--- config.mk ---
export PLATFORM = sky130hd
export DESIGN_NAME = double_ended_queue_flat
export DESIGN_NICKNAME = d
export VERILOG_FILES = /design/src/hw/rtl/dq_pkg.sv /design/src/hw/rtl/dq_if.sv /design/src/hw/rtl/dq_store.sv /design/src/hw/rtl/dq_ctrl.sv /design/src/hw/rtl/double_ended_queue.sv /design/src/flat_wrapper.sv
export SDC_FILE = /design/constraint.sdc
export NUM_CORES = 1
export LEC_CHECK = 0
export BUFFER_PORTS_ARGS = -buffer_cell sky130_fd_sc_hd__buf_2
export CAP_MARGIN = 30
export CORE_UTILIZATION = 65
export DETAILED_ROUTE_END_ITERATION = 6
export HOLD_SLACK_MARGIN = 0.1
export PLACE_DENSITY_LB_ADDON = 0.12
export RECOVER_POWER = 50
export SLEW_MARGIN = 20
export SYNTH_ARGS = -nofsm -noshare
export SYNTH_HDL_FRONTEND = slang
export SYNTH_SLANG_ARGS = --single-unit
export TNS_END_PERCENT = 30
--- constraint.sdc ---
create_clock -name clk -period 6.2 [get_ports clk]
set_input_delay 1.24 -clock clk [delete_from_list [all_inputs] [get_ports clk]]
set_output_delay 1.24 -clock clk [all_outputs]
set_load 0.05 [all_outputs]
--- src/hw/rtl/dq_pkg.sv ---
// ----------------------------------------------------------------------------
// dq_pkg
// Shared types and codes of the double-ended queue: action codes, result
// status codes, payload types and the sequencer states.
// ----------------------------------------------------------------------------
`default_nettype none

package dq_pkg;

  localparam int DATA_W   = 32;
  localparam int ACTION_W = 3;
  localparam int STATUS_W = 2;

  typedef logic [ACTION_W-1:0]      action_t;
  typedef logic signed [DATA_W-1:0] data_t;
  typedef logic [STATUS_W-1:0]      status_t;

  // Action codes carried by an input item.
  localparam action_t ACT_PUSH_FRONT = 3'd0;
  localparam action_t ACT_PUSH_BACK  = 3'd1;
  localparam action_t ACT_POP_FRONT  = 3'd2;
  localparam action_t ACT_POP_BACK   = 3'd3;
  localparam action_t ACT_LIST       = 3'd4;

  // Status codes carried by a result item.
  localparam status_t STAT_OK    = 2'd0;
  localparam status_t STAT_EMPTY = 2'd1;
  localparam status_t STAT_FULL  = 2'd2;

  // Sequencer states.
  typedef enum logic [1:0] {
    S_IDLE,
    S_HOLD,
    S_POP,
    S_LIST
  } dq_state_t;

endpackage

`default_nettype wire

--- src/hw/rtl/dq_if.sv ---
// ----------------------------------------------------------------------------
// dq_if
// Valid/ready channels of the double-ended queue: the action channel and
// the result channel.
// ----------------------------------------------------------------------------
`default_nettype none

interface dq_in_if import dq_pkg::*; ();
  logic    valid;
  logic    ready;
  action_t action;
  data_t   value;

  modport source (output valid, output action, output value, input ready);
  modport sink   (input valid, input action, input value, output ready);
endinterface

interface dq_out_if import dq_pkg::*; ();
  logic    valid;
  logic    ready;
  status_t status;
  data_t   value_out;
  logic    last;

  modport source (output valid, output status, output value_out, output last, input ready);
  modport sink   (input valid, input status, input value_out, input last, output ready);
endinterface

`default_nettype wire

--- src/hw/rtl/dq_store.sv ---
// ----------------------------------------------------------------------------
// dq_store
// Entry memory of the queue: one write port and one read port, with the
// read data registered.
// ----------------------------------------------------------------------------
`default_nettype none

module dq_store import dq_pkg::*; #(
  parameter int DEPTH  = 16,
  parameter int ADDR_W = 4
) (
  input  logic              clk,
  input  logic              wr_en,
  input  logic [ADDR_W-1:0] wr_addr,
  input  data_t             wr_data,
  input  logic              rd_en,
  input  logic [ADDR_W-1:0] rd_addr,
  output data_t             rd_data
);

  data_t store_r [DEPTH];
  data_t rd_data_r;

  always_ff @(posedge clk) begin
    if (wr_en) begin
      store_r[wr_addr] <= wr_data;
    end
  end

  // The read register holds its value until the next read.
  always_ff @(posedge clk) begin
    if (rd_en) begin
      rd_data_r <= store_r[rd_addr];
    end
  end

  assign rd_data = rd_data_r;

endmodule

`default_nettype wire

--- src/hw/rtl/dq_ctrl.sv ---
// ----------------------------------------------------------------------------
// dq_ctrl
// Queue sequencer: front and count registers, memory address generation,
// list walk and the registered result stage.
// ----------------------------------------------------------------------------
`default_nettype none

module dq_ctrl import dq_pkg::*; #(
  parameter int CAPACITY = 16,
  parameter int IDX_W    = 4,
  parameter int CNT_W    = 5
) (
  input  logic             clk,
  input  logic             rst_n,
  dq_in_if.sink            in_ch,
  dq_out_if.source         out_ch,
  output logic             wr_en,
  output logic [IDX_W-1:0] wr_addr,
  output data_t            wr_data,
  output logic             rd_en,
  output logic [IDX_W-1:0] rd_addr,
  input  data_t            rd_data
);

  localparam logic [IDX_W:0]   CAP_EXT  = (IDX_W+1)'(CAPACITY);
  localparam logic [IDX_W-1:0] IDX_LAST = IDX_W'(CAPACITY - 1);
  localparam logic [CNT_W-1:0] CNT_FULL = CNT_W'(CAPACITY);

  dq_state_t        state_r, state_nxt;
  logic [IDX_W-1:0] front_r, front_nxt;
  logic [CNT_W-1:0] count_r, count_nxt;
  logic [CNT_W-1:0] idx_r, idx_nxt;
  status_t          pend_status_r, pend_status_nxt;
  logic             out_valid_r, out_valid_nxt;
  status_t          out_status_r, out_status_nxt;
  data_t            out_value_r, out_value_nxt;
  logic             out_last_r, out_last_nxt;

  logic             accept;
  logic             out_free;
  logic             is_full;
  logic             is_empty;
  logic [IDX_W-1:0] front_dec;
  logic [IDX_W-1:0] front_inc;
  logic [IDX_W-1:0] back_pos;
  logic [IDX_W-1:0] tail_pos;
  logic [IDX_W-1:0] walk_pos;

  // Ring position of an offset from the front: one compare and subtract.
  function automatic logic [IDX_W-1:0] ring_pos(input logic [IDX_W-1:0] front,
                                                input logic [IDX_W-1:0] offset);
    logic [IDX_W:0] sum;
    sum = {1'b0, front} + {1'b0, offset};
    if (sum >= CAP_EXT) begin
      sum = sum - CAP_EXT;
    end
    return sum[IDX_W-1:0];
  endfunction

  assign in_ch.ready = (state_r == S_IDLE);
  assign accept   = in_ch.valid && in_ch.ready;
  assign out_free = !out_valid_r || out_ch.ready;
  assign is_full  = (count_r == CNT_FULL);
  assign is_empty = (count_r == '0);

  assign front_dec = (front_r == '0) ? IDX_LAST : front_r - IDX_W'(1);
  assign front_inc = (front_r == IDX_LAST) ? '0 : front_r + IDX_W'(1);
  // Free slot behind the last entry; used only when the queue is not full.
  assign tail_pos  = ring_pos(front_r, count_r[IDX_W-1:0]);
  // Last held entry; used only when the queue is not empty.
  assign back_pos  = ring_pos(front_r, IDX_W'(count_r - CNT_W'(1)));
  // Next entry of a list walk; idx_r stays below count_r when used.
  assign walk_pos  = ring_pos(front_r, idx_r[IDX_W-1:0]);

  // Memory controls.
  always_comb begin
    wr_en       = 1'b0;
    wr_addr     = tail_pos;
    wr_data     = in_ch.value;
    rd_en       = 1'b0;
    rd_addr     = front_r;
    case (state_r)
      S_IDLE: begin
        if (accept) begin
          case (in_ch.action)
            ACT_PUSH_FRONT: begin
              wr_en   = !is_full;
              wr_addr = front_dec;
            end
            ACT_PUSH_BACK: begin
              wr_en   = !is_full;
            end
            ACT_POP_FRONT, ACT_LIST: begin
              rd_en   = !is_empty;
            end
            ACT_POP_BACK: begin
              rd_en   = !is_empty;
              rd_addr = back_pos;
            end
            default: ;
          endcase
        end
      end
      S_LIST: begin
        if (out_free && (idx_r != count_r)) begin
          rd_en   = 1'b1;
          rd_addr = walk_pos;
        end
      end
      default: ;
    endcase
  end

  // Next state, pointers and result register.
  always_comb begin
    logic    imm;
    status_t imm_status;
    logic    load;
    status_t load_status;
    data_t   load_value;
    logic    load_last;

    imm             = 1'b0;
    imm_status      = STAT_OK;
    load            = 1'b0;
    load_status     = STAT_OK;
    load_value      = '0;
    load_last       = 1'b1;
    state_nxt       = state_r;
    front_nxt       = front_r;
    count_nxt       = count_r;
    idx_nxt         = idx_r;
    pend_status_nxt = pend_status_r;

    case (state_r)
      S_IDLE: begin
        if (accept) begin
          case (in_ch.action)
            ACT_PUSH_FRONT, ACT_PUSH_BACK: begin
              imm = 1'b1;
              if (is_full) begin
                imm_status = STAT_FULL;
              end else begin
                count_nxt = count_r + CNT_W'(1);
                if (in_ch.action == ACT_PUSH_FRONT) begin
                  front_nxt = front_dec;
                end
              end
            end
            ACT_POP_FRONT, ACT_POP_BACK: begin
              if (is_empty) begin
                imm        = 1'b1;
                imm_status = STAT_EMPTY;
              end else begin
                count_nxt = count_r - CNT_W'(1);
                if (in_ch.action == ACT_POP_FRONT) begin
                  front_nxt = front_inc;
                end
                state_nxt = S_POP;
              end
            end
            ACT_LIST: begin
              if (is_empty) begin
                imm        = 1'b1;
                imm_status = STAT_EMPTY;
              end else begin
                idx_nxt   = CNT_W'(1);
                state_nxt = S_LIST;
              end
            end
            default: ;
          endcase
        end
        if (imm) begin
          if (out_free) begin
            load        = 1'b1;
            load_status = imm_status;
          end else begin
            pend_status_nxt = imm_status;
            state_nxt       = S_HOLD;
          end
        end
      end
      S_HOLD: begin
        if (out_free) begin
          load        = 1'b1;
          load_status = pend_status_r;
          state_nxt   = S_IDLE;
        end
      end
      S_POP: begin
        if (out_free) begin
          load       = 1'b1;
          load_value = rd_data;
          state_nxt  = S_IDLE;
        end
      end
      S_LIST: begin
        if (out_free) begin
          load       = 1'b1;
          load_value = rd_data;
          load_last  = (idx_r == count_r);
          if (idx_r == count_r) begin
            state_nxt = S_IDLE;
          end else begin
            idx_nxt = idx_r + CNT_W'(1);
          end
        end
      end
      default: begin
        state_nxt = S_IDLE;
      end
    endcase

    out_valid_nxt  = load || (out_valid_r && !out_ch.ready);
    out_status_nxt = load ? load_status : out_status_r;
    out_value_nxt  = load ? load_value  : out_value_r;
    out_last_nxt   = load ? load_last   : out_last_r;
  end

  always_ff @(posedge clk) begin
    if (!rst_n) begin
      state_r     <= S_IDLE;
      front_r     <= '0;
      count_r     <= '0;
      idx_r       <= '0;
      out_valid_r <= 1'b0;
    end else begin
      state_r     <= state_nxt;
      front_r     <= front_nxt;
      count_r     <= count_nxt;
      idx_r       <= idx_nxt;
      out_valid_r <= out_valid_nxt;
    end
  end

  always_ff @(posedge clk) begin
    pend_status_r <= pend_status_nxt;
    out_status_r  <= out_status_nxt;
    out_value_r   <= out_value_nxt;
    out_last_r    <= out_last_nxt;
  end

  assign out_ch.valid     = out_valid_r;
  assign out_ch.status    = out_status_r;
  assign out_ch.value_out = out_value_r;
  assign out_ch.last      = out_last_r;

endmodule

`default_nettype wire

--- src/hw/rtl/double_ended_queue.sv ---
// ----------------------------------------------------------------------------
// double_ended_queue
// Double-ended queue of signed 32-bit values held in a ring memory.
// ----------------------------------------------------------------------------
// Each input item carries one action: push front, push back, pop front,
// pop back or list. A push answers with one result, status ok, or status
// full when CAPACITY entries are already held (the value is then dropped).
// A pop answers with the removed value, or status empty. A list streams
// every held value from front to back, one result per entry, and marks the
// final one with last; an empty queue lists as one empty result. Unused
// action codes are accepted and give no result. Timing: a push, or any
// action that finds the queue full or empty, puts its result in the output
// register at the accepting edge when that register is free, so such items
// can follow each other every cycle. A pop's value comes through the
// memory's registered read port. A list issues one read per cycle while the
// output register is free, and each read feeds the next result. The
// block takes one item at a time; ready rises again once the item's last
// result has entered the output register, and that register lets a new item
// in while the result still waits for the consumer. Store entries are never
// read before they are written, so the memory needs no clearing after reset.
// ----------------------------------------------------------------------------
`default_nettype none

module double_ended_queue import dq_pkg::*; #(
  parameter int CAPACITY = 16
) (
  input  logic     clk,
  input  logic     rst_n,
  dq_in_if.sink    in_ch,
  dq_out_if.source out_ch
);

  // Ring index covers CAPACITY slots; the count also reaches CAPACITY.
  localparam int IDX_W = $clog2(CAPACITY);
  localparam int CNT_W = $clog2(CAPACITY + 1);

  logic             wr_en;
  logic [IDX_W-1:0] wr_addr;
  data_t            wr_data;
  logic             rd_en;
  logic [IDX_W-1:0] rd_addr;
  data_t            rd_data;

  // The sequencer owns the front index, the entry count and the result
  // register. Writes and reads of the memory happen for different items in
  // different cycles, so a pop right after a push sees the pushed value.
  dq_ctrl #(
    .CAPACITY (CAPACITY),
    .IDX_W    (IDX_W),
    .CNT_W    (CNT_W)
  ) u_ctrl (
    .clk     (clk),
    .rst_n   (rst_n),
    .in_ch   (in_ch),
    .out_ch  (out_ch),
    .wr_en   (wr_en),
    .wr_addr (wr_addr),
    .wr_data (wr_data),
    .rd_en   (rd_en),
    .rd_addr (rd_addr),
    .rd_data (rd_data)
  );

  // Entry memory: one write port, one registered read port.
  dq_store #(
    .DEPTH  (CAPACITY),
    .ADDR_W (IDX_W)
  ) u_store (
    .clk     (clk),
    .wr_en   (wr_en),
    .wr_addr (wr_addr),
    .wr_data (wr_data),
    .rd_en   (rd_en),
    .rd_addr (rd_addr),
    .rd_data (rd_data)
  );

endmodule

`default_nettype wire
--- src/flat_wrapper.sv ---
// flat-port wrapper written by rule: the top's interface ports become plain ports
module double_ended_queue_flat import dq_pkg::*;
#(
  parameter int CAPACITY = 16
)
  (clk, rst_n, in_ch_valid, in_ch_action, in_ch_value, in_ch_ready, out_ch_valid, out_ch_status, out_ch_value_out, out_ch_last, out_ch_ready);
  dq_in_if in_ch_i ();
  dq_out_if out_ch_i ();
  input  logic clk;
  input  logic rst_n;
  input wire logic [$bits(in_ch_i.valid)-1:0] in_ch_valid;
  input wire logic [$bits(in_ch_i.action)-1:0] in_ch_action;
  input wire logic [$bits(in_ch_i.value)-1:0] in_ch_value;
  output wire logic [$bits(in_ch_i.ready)-1:0] in_ch_ready;
  output wire logic [$bits(out_ch_i.valid)-1:0] out_ch_valid;
  output wire logic [$bits(out_ch_i.status)-1:0] out_ch_status;
  output wire logic [$bits(out_ch_i.value_out)-1:0] out_ch_value_out;
  output wire logic [$bits(out_ch_i.last)-1:0] out_ch_last;
  input wire logic [$bits(out_ch_i.ready)-1:0] out_ch_ready;
  assign in_ch_i.valid = in_ch_valid;
  assign in_ch_i.action = in_ch_action;
  assign in_ch_i.value = in_ch_value;
  assign in_ch_ready = in_ch_i.ready;
  assign out_ch_valid = out_ch_i.valid;
  assign out_ch_status = out_ch_i.status;
  assign out_ch_value_out = out_ch_i.value_out;
  assign out_ch_last = out_ch_i.last;
  assign out_ch_i.ready = out_ch_ready;
  double_ended_queue #(.CAPACITY(CAPACITY)) u_core (.clk(clk), .rst_n(rst_n), .in_ch(in_ch_i), .out_ch(out_ch_i));
endmodule
# After elaboration in Yosys (flattened, before gate mapping)
# Memories as Yosys holds them, arrays and structs flattened. A register that Yosys moved wholly into a read port is not among the register bits.
# Cells that the tools add are included.
# Widths: inputs -> output; s select.
[classes] n_addsub=11 n_eq_ne=22 n_div=0 mul=0 n_reduce_logical=28 mux=60 bitwise_logic=1 shifts=0 order_cmp=3
[op_table] operator="$mux 4" count=15
[op_table] operator="$mux 5" count=7
[op_table] operator="$mux 2" count=13
[op_table] operator="$pmux 5 s2" count=2
[op_table] operator="$pmux 4 s2" count=2
[op_table] operator="$sub 4x1->4 const B" count=4
[op_table] operator="$add 4x4->5" count=3
[op_table] operator="$ge 5x5->1 const B" count=3
[op_table] operator="$mux 1" count=14
[op_table] operator="$ne 2x2->1 const B" count=7
[op_table] operator="$pmux 2 s2" count=3
[op_table] operator="$add 5x1->5 const B" count=2
[op_table] operator="$ne 2x1->1 const B" count=4
[op_table] operator="$reduce_or 2->1" count=4
[op_table] operator="$reduce_and 7->1" count=1
[op_table] operator="$eq 3x2->1 const B" count=2
[op_table] operator="$pmux 1 s2" count=3
[op_table] operator="$pmux 2 s3" count=1
[op_table] operator="$reduce_and 3->1" count=2
[op_table] operator="$reduce_and 6->1" count=1
[op_table] operator="$reduce_or 3->1" count=2
[op_table] operator="$eq 5x5->1" count=1
[op_table] operator="$eq 5x5->1 const B" count=1
[op_table] operator="$logic_not 5->1" count=1
[op_table] operator="18 further kinds" count=27
[totals] in_bits=39 memories=1 latchBits=0 register_bits=54 mem_bits_rw=512 mem_bits_ro=0
[mem_list] name="u_core.u_store.store_r" depth=16 width=32 rd=1 rd_clocked_by_memory_dff=1 write_ports=1 line="dq_store.sv:21" source="data_t store_r [DEPTH];"

# Depth between registers and ports, before layout
[depth] ltp_word=8 depth_mapped=15 depth_no_buf=13

# By module
# Synthesis repeated with hierarchy kept, for this count alone.
[unflattened] hier_cells=1190 hier_area_um2=23622.7
[modules_own_cells] mod="dq_store" seq_area_each_um2=16335.7 area_each_um2=20155.6 instances=1 cells_each=838
[modules_own_cells] mod="dq_ctrl" seq_area_each_um2=1451.4 area_each_um2=3467.1 instances=1 cells_each=352

# Least setup slack after synthesis
# OpenSTA, ideal clock, no wires.
[synth_path] kind="in2reg" start="input in_ch_valid" end="memory u_core.u_store.store_r[6][0] (netlist bit), enable pin" arrival_ps=3573 stages=7 setup_ps=421 required_ps=5779 setup_slack_ps=2206 cell_sequence="nand2_1 nor3_1 nand2b_1 clkbuf_1 o21ai_0 nand2_1 nor2_1"
[synth_via] elab_chain_len=5 elab_cells_between_ends=7 cone_classes="mux: 6; reduce/logical: 1"
[synth_lines] item="from (decl)" line="flat_wrapper.sv:11" source="input wire logic [$bits(in_ch_i.valid)-1:0] in_ch_valid;"
[synth_lines] item="$logic_and 1x1->1 *" line="dq_ctrl.sv:61" source="assign accept = in_ch.valid && in_ch.ready;"
[synth_lines] item="$mux 1" line="dq_ctrl.sv:84" source="if (accept) begin"
[synth_lines] item="$mux 1" line="dq_ctrl.sv:82" source="case (state_r)"
[synth_lines] item="$mux 1" line="dq_store.sv:25" source="if (wr_en) begin"
[synth_lines] item="$mux 1 (implied by the code)" line="dq_store.sv:26" source="store_r[wr_addr] <= wr_data;"
[synth_lines] item="to (decl)" line="dq_store.sv:21"
# Mark *: on every way between the ends. The rest lies on a longest branch, timed or not.

# Worst setup path after layout
[layout_path] start="register u_core.u_ctrl.count_r[0]" end="register u_core.u_store.rd_data_r[19], in the netlist u_core.u_store.rd_data[19], read port of u_core.u_store.store_r (data pin)"
[layout_via] elab_chain_len=7 elab_cells_between_ends=17 cone_classes="add/sub: 3; order compare: 1; eq/ne: 1; mux: 9; reduce/logical: 3"
[layout_lines] item="from (decl)" line="dq_ctrl.sv:31" source="logic [CNT_W-1:0] count_r, count_nxt;"
[layout_lines] item="from (signal assigned)" line="dq_ctrl.sv:231" source="count_r <= count_nxt;"
[layout_lines] item="$sub 5x1->5"
[layout_lines] item="$add 4x4->5" line="dq_ctrl.sv:53" source="sum = {1'b0, front} + {1'b0, offset};"
[layout_lines] item="$sub 4x1->4 / $ge 5x5->1 (equally long branches)" line="dq_ctrl.sv:55, dq_ctrl.sv:54"
[layout_lines] item="$mux 4" line="dq_ctrl.sv:54" source="if (sum >= CAP_EXT) begin"
[layout_lines] item="$mux 4" line="dq_ctrl.sv:85" source="case (in_ch.action)"
[layout_lines] item="$mux 4" line="dq_ctrl.sv:84"
[layout_lines] item="$pmux 4 s2" line="dq_ctrl.sv:82"
[layout_lines] item="to (decl)" line="dq_store.sv:22" source="data_t rd_data_r;"
# Parallel ways exist; a longest one is shown, timed or not.
# A chain may end at the register's enable or synchronous reset.

==> Flow_metrics.wiki <==
{| class="wikitable"
! Metric !! Value
|-
| Worst path arrival time || just over 5 ns
|-
| I/O pin count || 76
|-
| Final worst clock skew || around 0.012 ns
|-
| Type of the worst setup path || flip-flop to flip-flop
|-
| Largest fanout of any net on the critical path || 24
|-
| Ys flop type || edfxtp_1
|-
| Insertion delay of the later-clocked pin in the worst-skew pair || 0.61 ns
|-
| Fraction of layout instances using a drive strength above 1 || approximately an eighth
|-
| Drt initial violations || about 1.3k
|-
| Standard-cell rows || 70
|-
| Most frequent cells in the layout || edfxtp_1 (581), nand2_1 (234), clkbuf_1 (82), and2_0 (80), a211oi_1 (77)
|-
| Remaining antenna violation count after routing || 0
|-
| Largest cells by area after synthesis || edfxtp_1 (71%), nand2_1 (3.6%), mux2i_1 (2.7%)
|-
| RD Place Congestion || 0.842
|-
| Gr usage total || between 20% and 30%
|-
| Worst Setup Start Kind || flip-flop
|-
| Number of global-route vias before repair || between 10k and 15k
|-
| Clock Path Buffers || 3
|-
| Data required time at the worst endpoint || approximately 6.7 ns
|-
| Worst voltage drop across the vdd grid || around 0.00032 V
|-
| Global-route wire length before repair || between 80000 and 90000 microns
|-
| Seq cells post-synth || between 500 and 600
|-
| CTS Sinks || about 600
|-
| Total vias in the final route || roughly 14k
|-
| Final standard cell area without fillers || ~27000 sq um
|-
| Reported max-cap violation count || 2
|-
| Post-route minimum period || around 4.6 ns
|-
| Post-placement cell area || between 20000 and 30000 sq um
|-
| Initial Util || about 66%
|-
| Async set-or-reset flop fraction in the synthesized netlist || 0%
|-
| Full die area || approximately 38000 sq um
|-
| Violated checks || capacitance limit, slew limit
|-
| Top Family by Delay on Critical Path || compound AO/OA/AOI/OAI gates
|-
| Period utilisation layout || between 70% and 80%
|-
| Worst slew slack as a fraction of its limit || -42.0%
|-
| Post-synthesis cell count || about 1.6k
|-
| Quantity of gates resized following cts || 0
|-
| CTS tree || yes
|-
| Cell leakage power || around 8.8 nW
|-
| Router iterations before antenna repair || 7
|-
| Number of setup buffers added after CTS || 0
|-
| Syn_nets || ~1.7k
|-
| Sequential-to-total area share from yosys stat || around 73%
|-
| Biggest cell delay along the critical path || ~0.57 ns
|-
| Die extent in y || 196 microns
|-
| Filler cell count in the final layout || between 2k and 2.5k
|-
| Total of buffers placed on input and output ports || 75
|-
| Slew at the pin closest to its max-slew limit || ~2.1 ns
|-
| Number of CTS-inserted buffers || just under 60
|-
| Std-Cell Core Area || ~37000 sq um
|-
| Register clock-pin slew on the reported worst setup and hold paths || about 0.060 ns
|-
| Post-synthesis cell type count || 51
|-
| Mapped cell area || approximately 24000 sq um
|-
| Outcome || complete, but fails checks
|-
| Cell breakdown of the critical path || inv_1 > ha_1 > inv_1 > ha_1 > a21o_1 > a21oi_1 > nor4b_1 > a211oi_1 > and2_1 > a311oi_1 > nand2_2 > buf_4 > o32ai_1 > a221o_1
|-
| Slowest library cell on the worst path || a311oi_1
|-
| Fmax || around 0.22 GHz
|-
| Post-detailed-route wirelength per cell || 24.5 microns
|-
| WL final || 54200 microns
|-
| DRC errors left || 0
|-
| Average vias per placed instance || between 6 and 7
|-
| Final number of setup-violating endpoints || 0
|-
| Number of antenna violations at the first check in global routing || 1
|-
| Die X-Extent || about 200 microns
|-
| Number of H-tree branching levels || 2
|-
| Post-synthesis cell type with the largest combined area || edfxtp_1
|-
| Final nets || around 1.8k
|-
| Max-slew violations || 34
|-
| Post-route total power || 9.14 mW
|-
| Syn_area_per_cell || approximately 15 sq um
|-
| Count of flip-flops with a built-in enable after synthesis || ~580
|-
| Most common cell after layout, fill and taps aside || edfxtp_1
|-
| Crit path buffers/inverters || 3
|-
| Unrepaired setup endpoints after global routing || no
|-
| P&R area growth vs syn || 11.4%
|-
| CTS hold repair buffers || 0
|-
| Power density cells || 336 nW/um^2
|-
| Aggregate negative setup slack || 0 ns
|-
| Synth warnings || 0
|-
| Final antenna diode count || 0
|-
| Final hold vios || 0
|-
| Area share of the leading cell type in the synthesized netlist || around 70%
|-
| Clk root buf || clkbuf_16
|-
| Hold Crit Class || flip-flop to flip-flop
|-
| Largest net degree at the start of global routing || between 100 and 150
|-
| Remaining global-route overflow || 0
|-
| Kind of end point of the critical path || flip-flop
|-
| DPL Wire Length || 29600 microns
|}
==> synth_stat cells (2+ instances only) <==
library cell,number
edfxtp_1,581
nand2_1,236
a211oi_1,77
and2_1,73
mux2i_1,65
a31oi_1,63
and2_0,56
clkbuf_1,56
nor2_1,43
and3_1,34
a221o_1,33
mux2_2,31
o32ai_1,31
buf_2,23
a211oi_2,21
ha_1,19
a21oi_1,18
dfxtp_1,17
buf_6,16
xnor2_1,14
inv_1,13
o21ai_0,11
xor2_1,11
nand2b_1,9
nand3_1,7
buf_1,6
nor2b_1,6
nand4_1,4
o21a_1,4
a21boi_0,3
a21o_1,3
a311o_1,3
a311oi_1,3
fa_1,3
nor3_1,3
o211ai_1,3
a221oi_1,2
a22oi_1,2
nor3b_1,2
nor4b_1,2
o21bai_1,2
or3_1,2
==> stage by stage <==
stage                     util (%)  hold slack [ns]  setup WS [ns]  std cells
final                         74.0            0.516           1.64       2210
after global routing          74.0            0.537           1.43       2210
after CTS                     74.3            0.517           1.75       2210
after detailed placement      69.3            0.503           1.10       2104
after global placement        69.1            0.503           1.22       2100
after floorplan                  -            0.497           2.21       1620
==> cell families after synthesis <==
group	Yosys count	share of synthesized area, %
AO/OA/AOI/OAI	284	9.14
XOR/XNOR	25	0.896
adder cells (fa/ha/maj)	22	1.22
buffers and inverters	114	2.36
flip-flops	598	72.8
multiplexers	96	4.09
AND/OR/NAND/NOR	481	9.48
==> where the power goes <==
| part | total, mW | internal (mW) | switching [mW] | leakage (nW) |
|---|---|---|---|---|
| Combinational | 1.21 | 0.428 | 0.779 | 2.54 |
| Sequential | 4.57 | 4.54 | 0.0291 | 5.39 |
| Clock | 3.37 | 1.92 | 1.44 | 0.879 |
| Total | 9.14 | 6.89 | 2.25 | 8.81 |
==> sequential cells by signal (all words and copies together), names as in the netlist <==
| name | cells |
|---|---|
| u_core.u_ctrl.out_ch.valid | 1 |
| u_core.u_ctrl.count_r | 5 |
| u_core.u_ctrl.pend_status_r | 2 |
| u_core.u_ctrl.idx_r | 5 |
| u_core.u_store.store_r | 512 |
| u_core.u_ctrl.front_r | 4 |
| u_core.u_ctrl.state_r | 2 |
| u_core.u_ctrl.out_ch.value_out | 32 |
| u_core.u_store.rd_data | 32 |
| u_core.u_ctrl.out_ch.last | 1 |
| u_core.u_ctrl.out_ch.status | 2 |
==> area by class of cell <==
cell class	count	area, sq um	area share [%]
flip-flops and latches	598	17800	65.4
multi-input cells	908	6250	23.0
clock buffers	74	1550	5.71
repair buffers	117	737	2.71
well taps	468	586	2.15
clock inverters	32	254	0.933
inverters	13	48.8	0.179
==> worst paths after layout <==
kind                                                       startpoint                                          endpoint  slack (ns)  depth (start not counted)
worst max-delay path            u_core.u_ctrl.count_r[0]$_SDFFE_PN0P_              u_core.u_store.rd_data[19]$_DFFE_PP_        1.64                         14
worst min-delay path             u_core.u_store.rd_data[30]$_DFFE_PP_  u_core.u_ctrl.out_ch.value_out[30]$_SDFFCE_PN0P_        0.52                          1
worst max register to register  u_core.u_ctrl.count_r[0]$_SDFFE_PN0P_              u_core.u_store.rd_data[19]$_DFFE_PP_        1.64                         14
worst min register to register   u_core.u_store.rd_data[30]$_DFFE_PP_  u_core.u_ctrl.out_ch.value_out[30]$_SDFFCE_PN0P_        0.52                          1
==> layer usage <==
metal	share of wire [%]	vias up	GRT usage, %
met2	48	600	46.2
met5	0.030	-	0
met4	2.7	2	9.26
met1	42	7035	41.4
li1	-	6351	-
met3	7.4	113	3.97
Note: power is estimated with default switching activity, not from simulation.
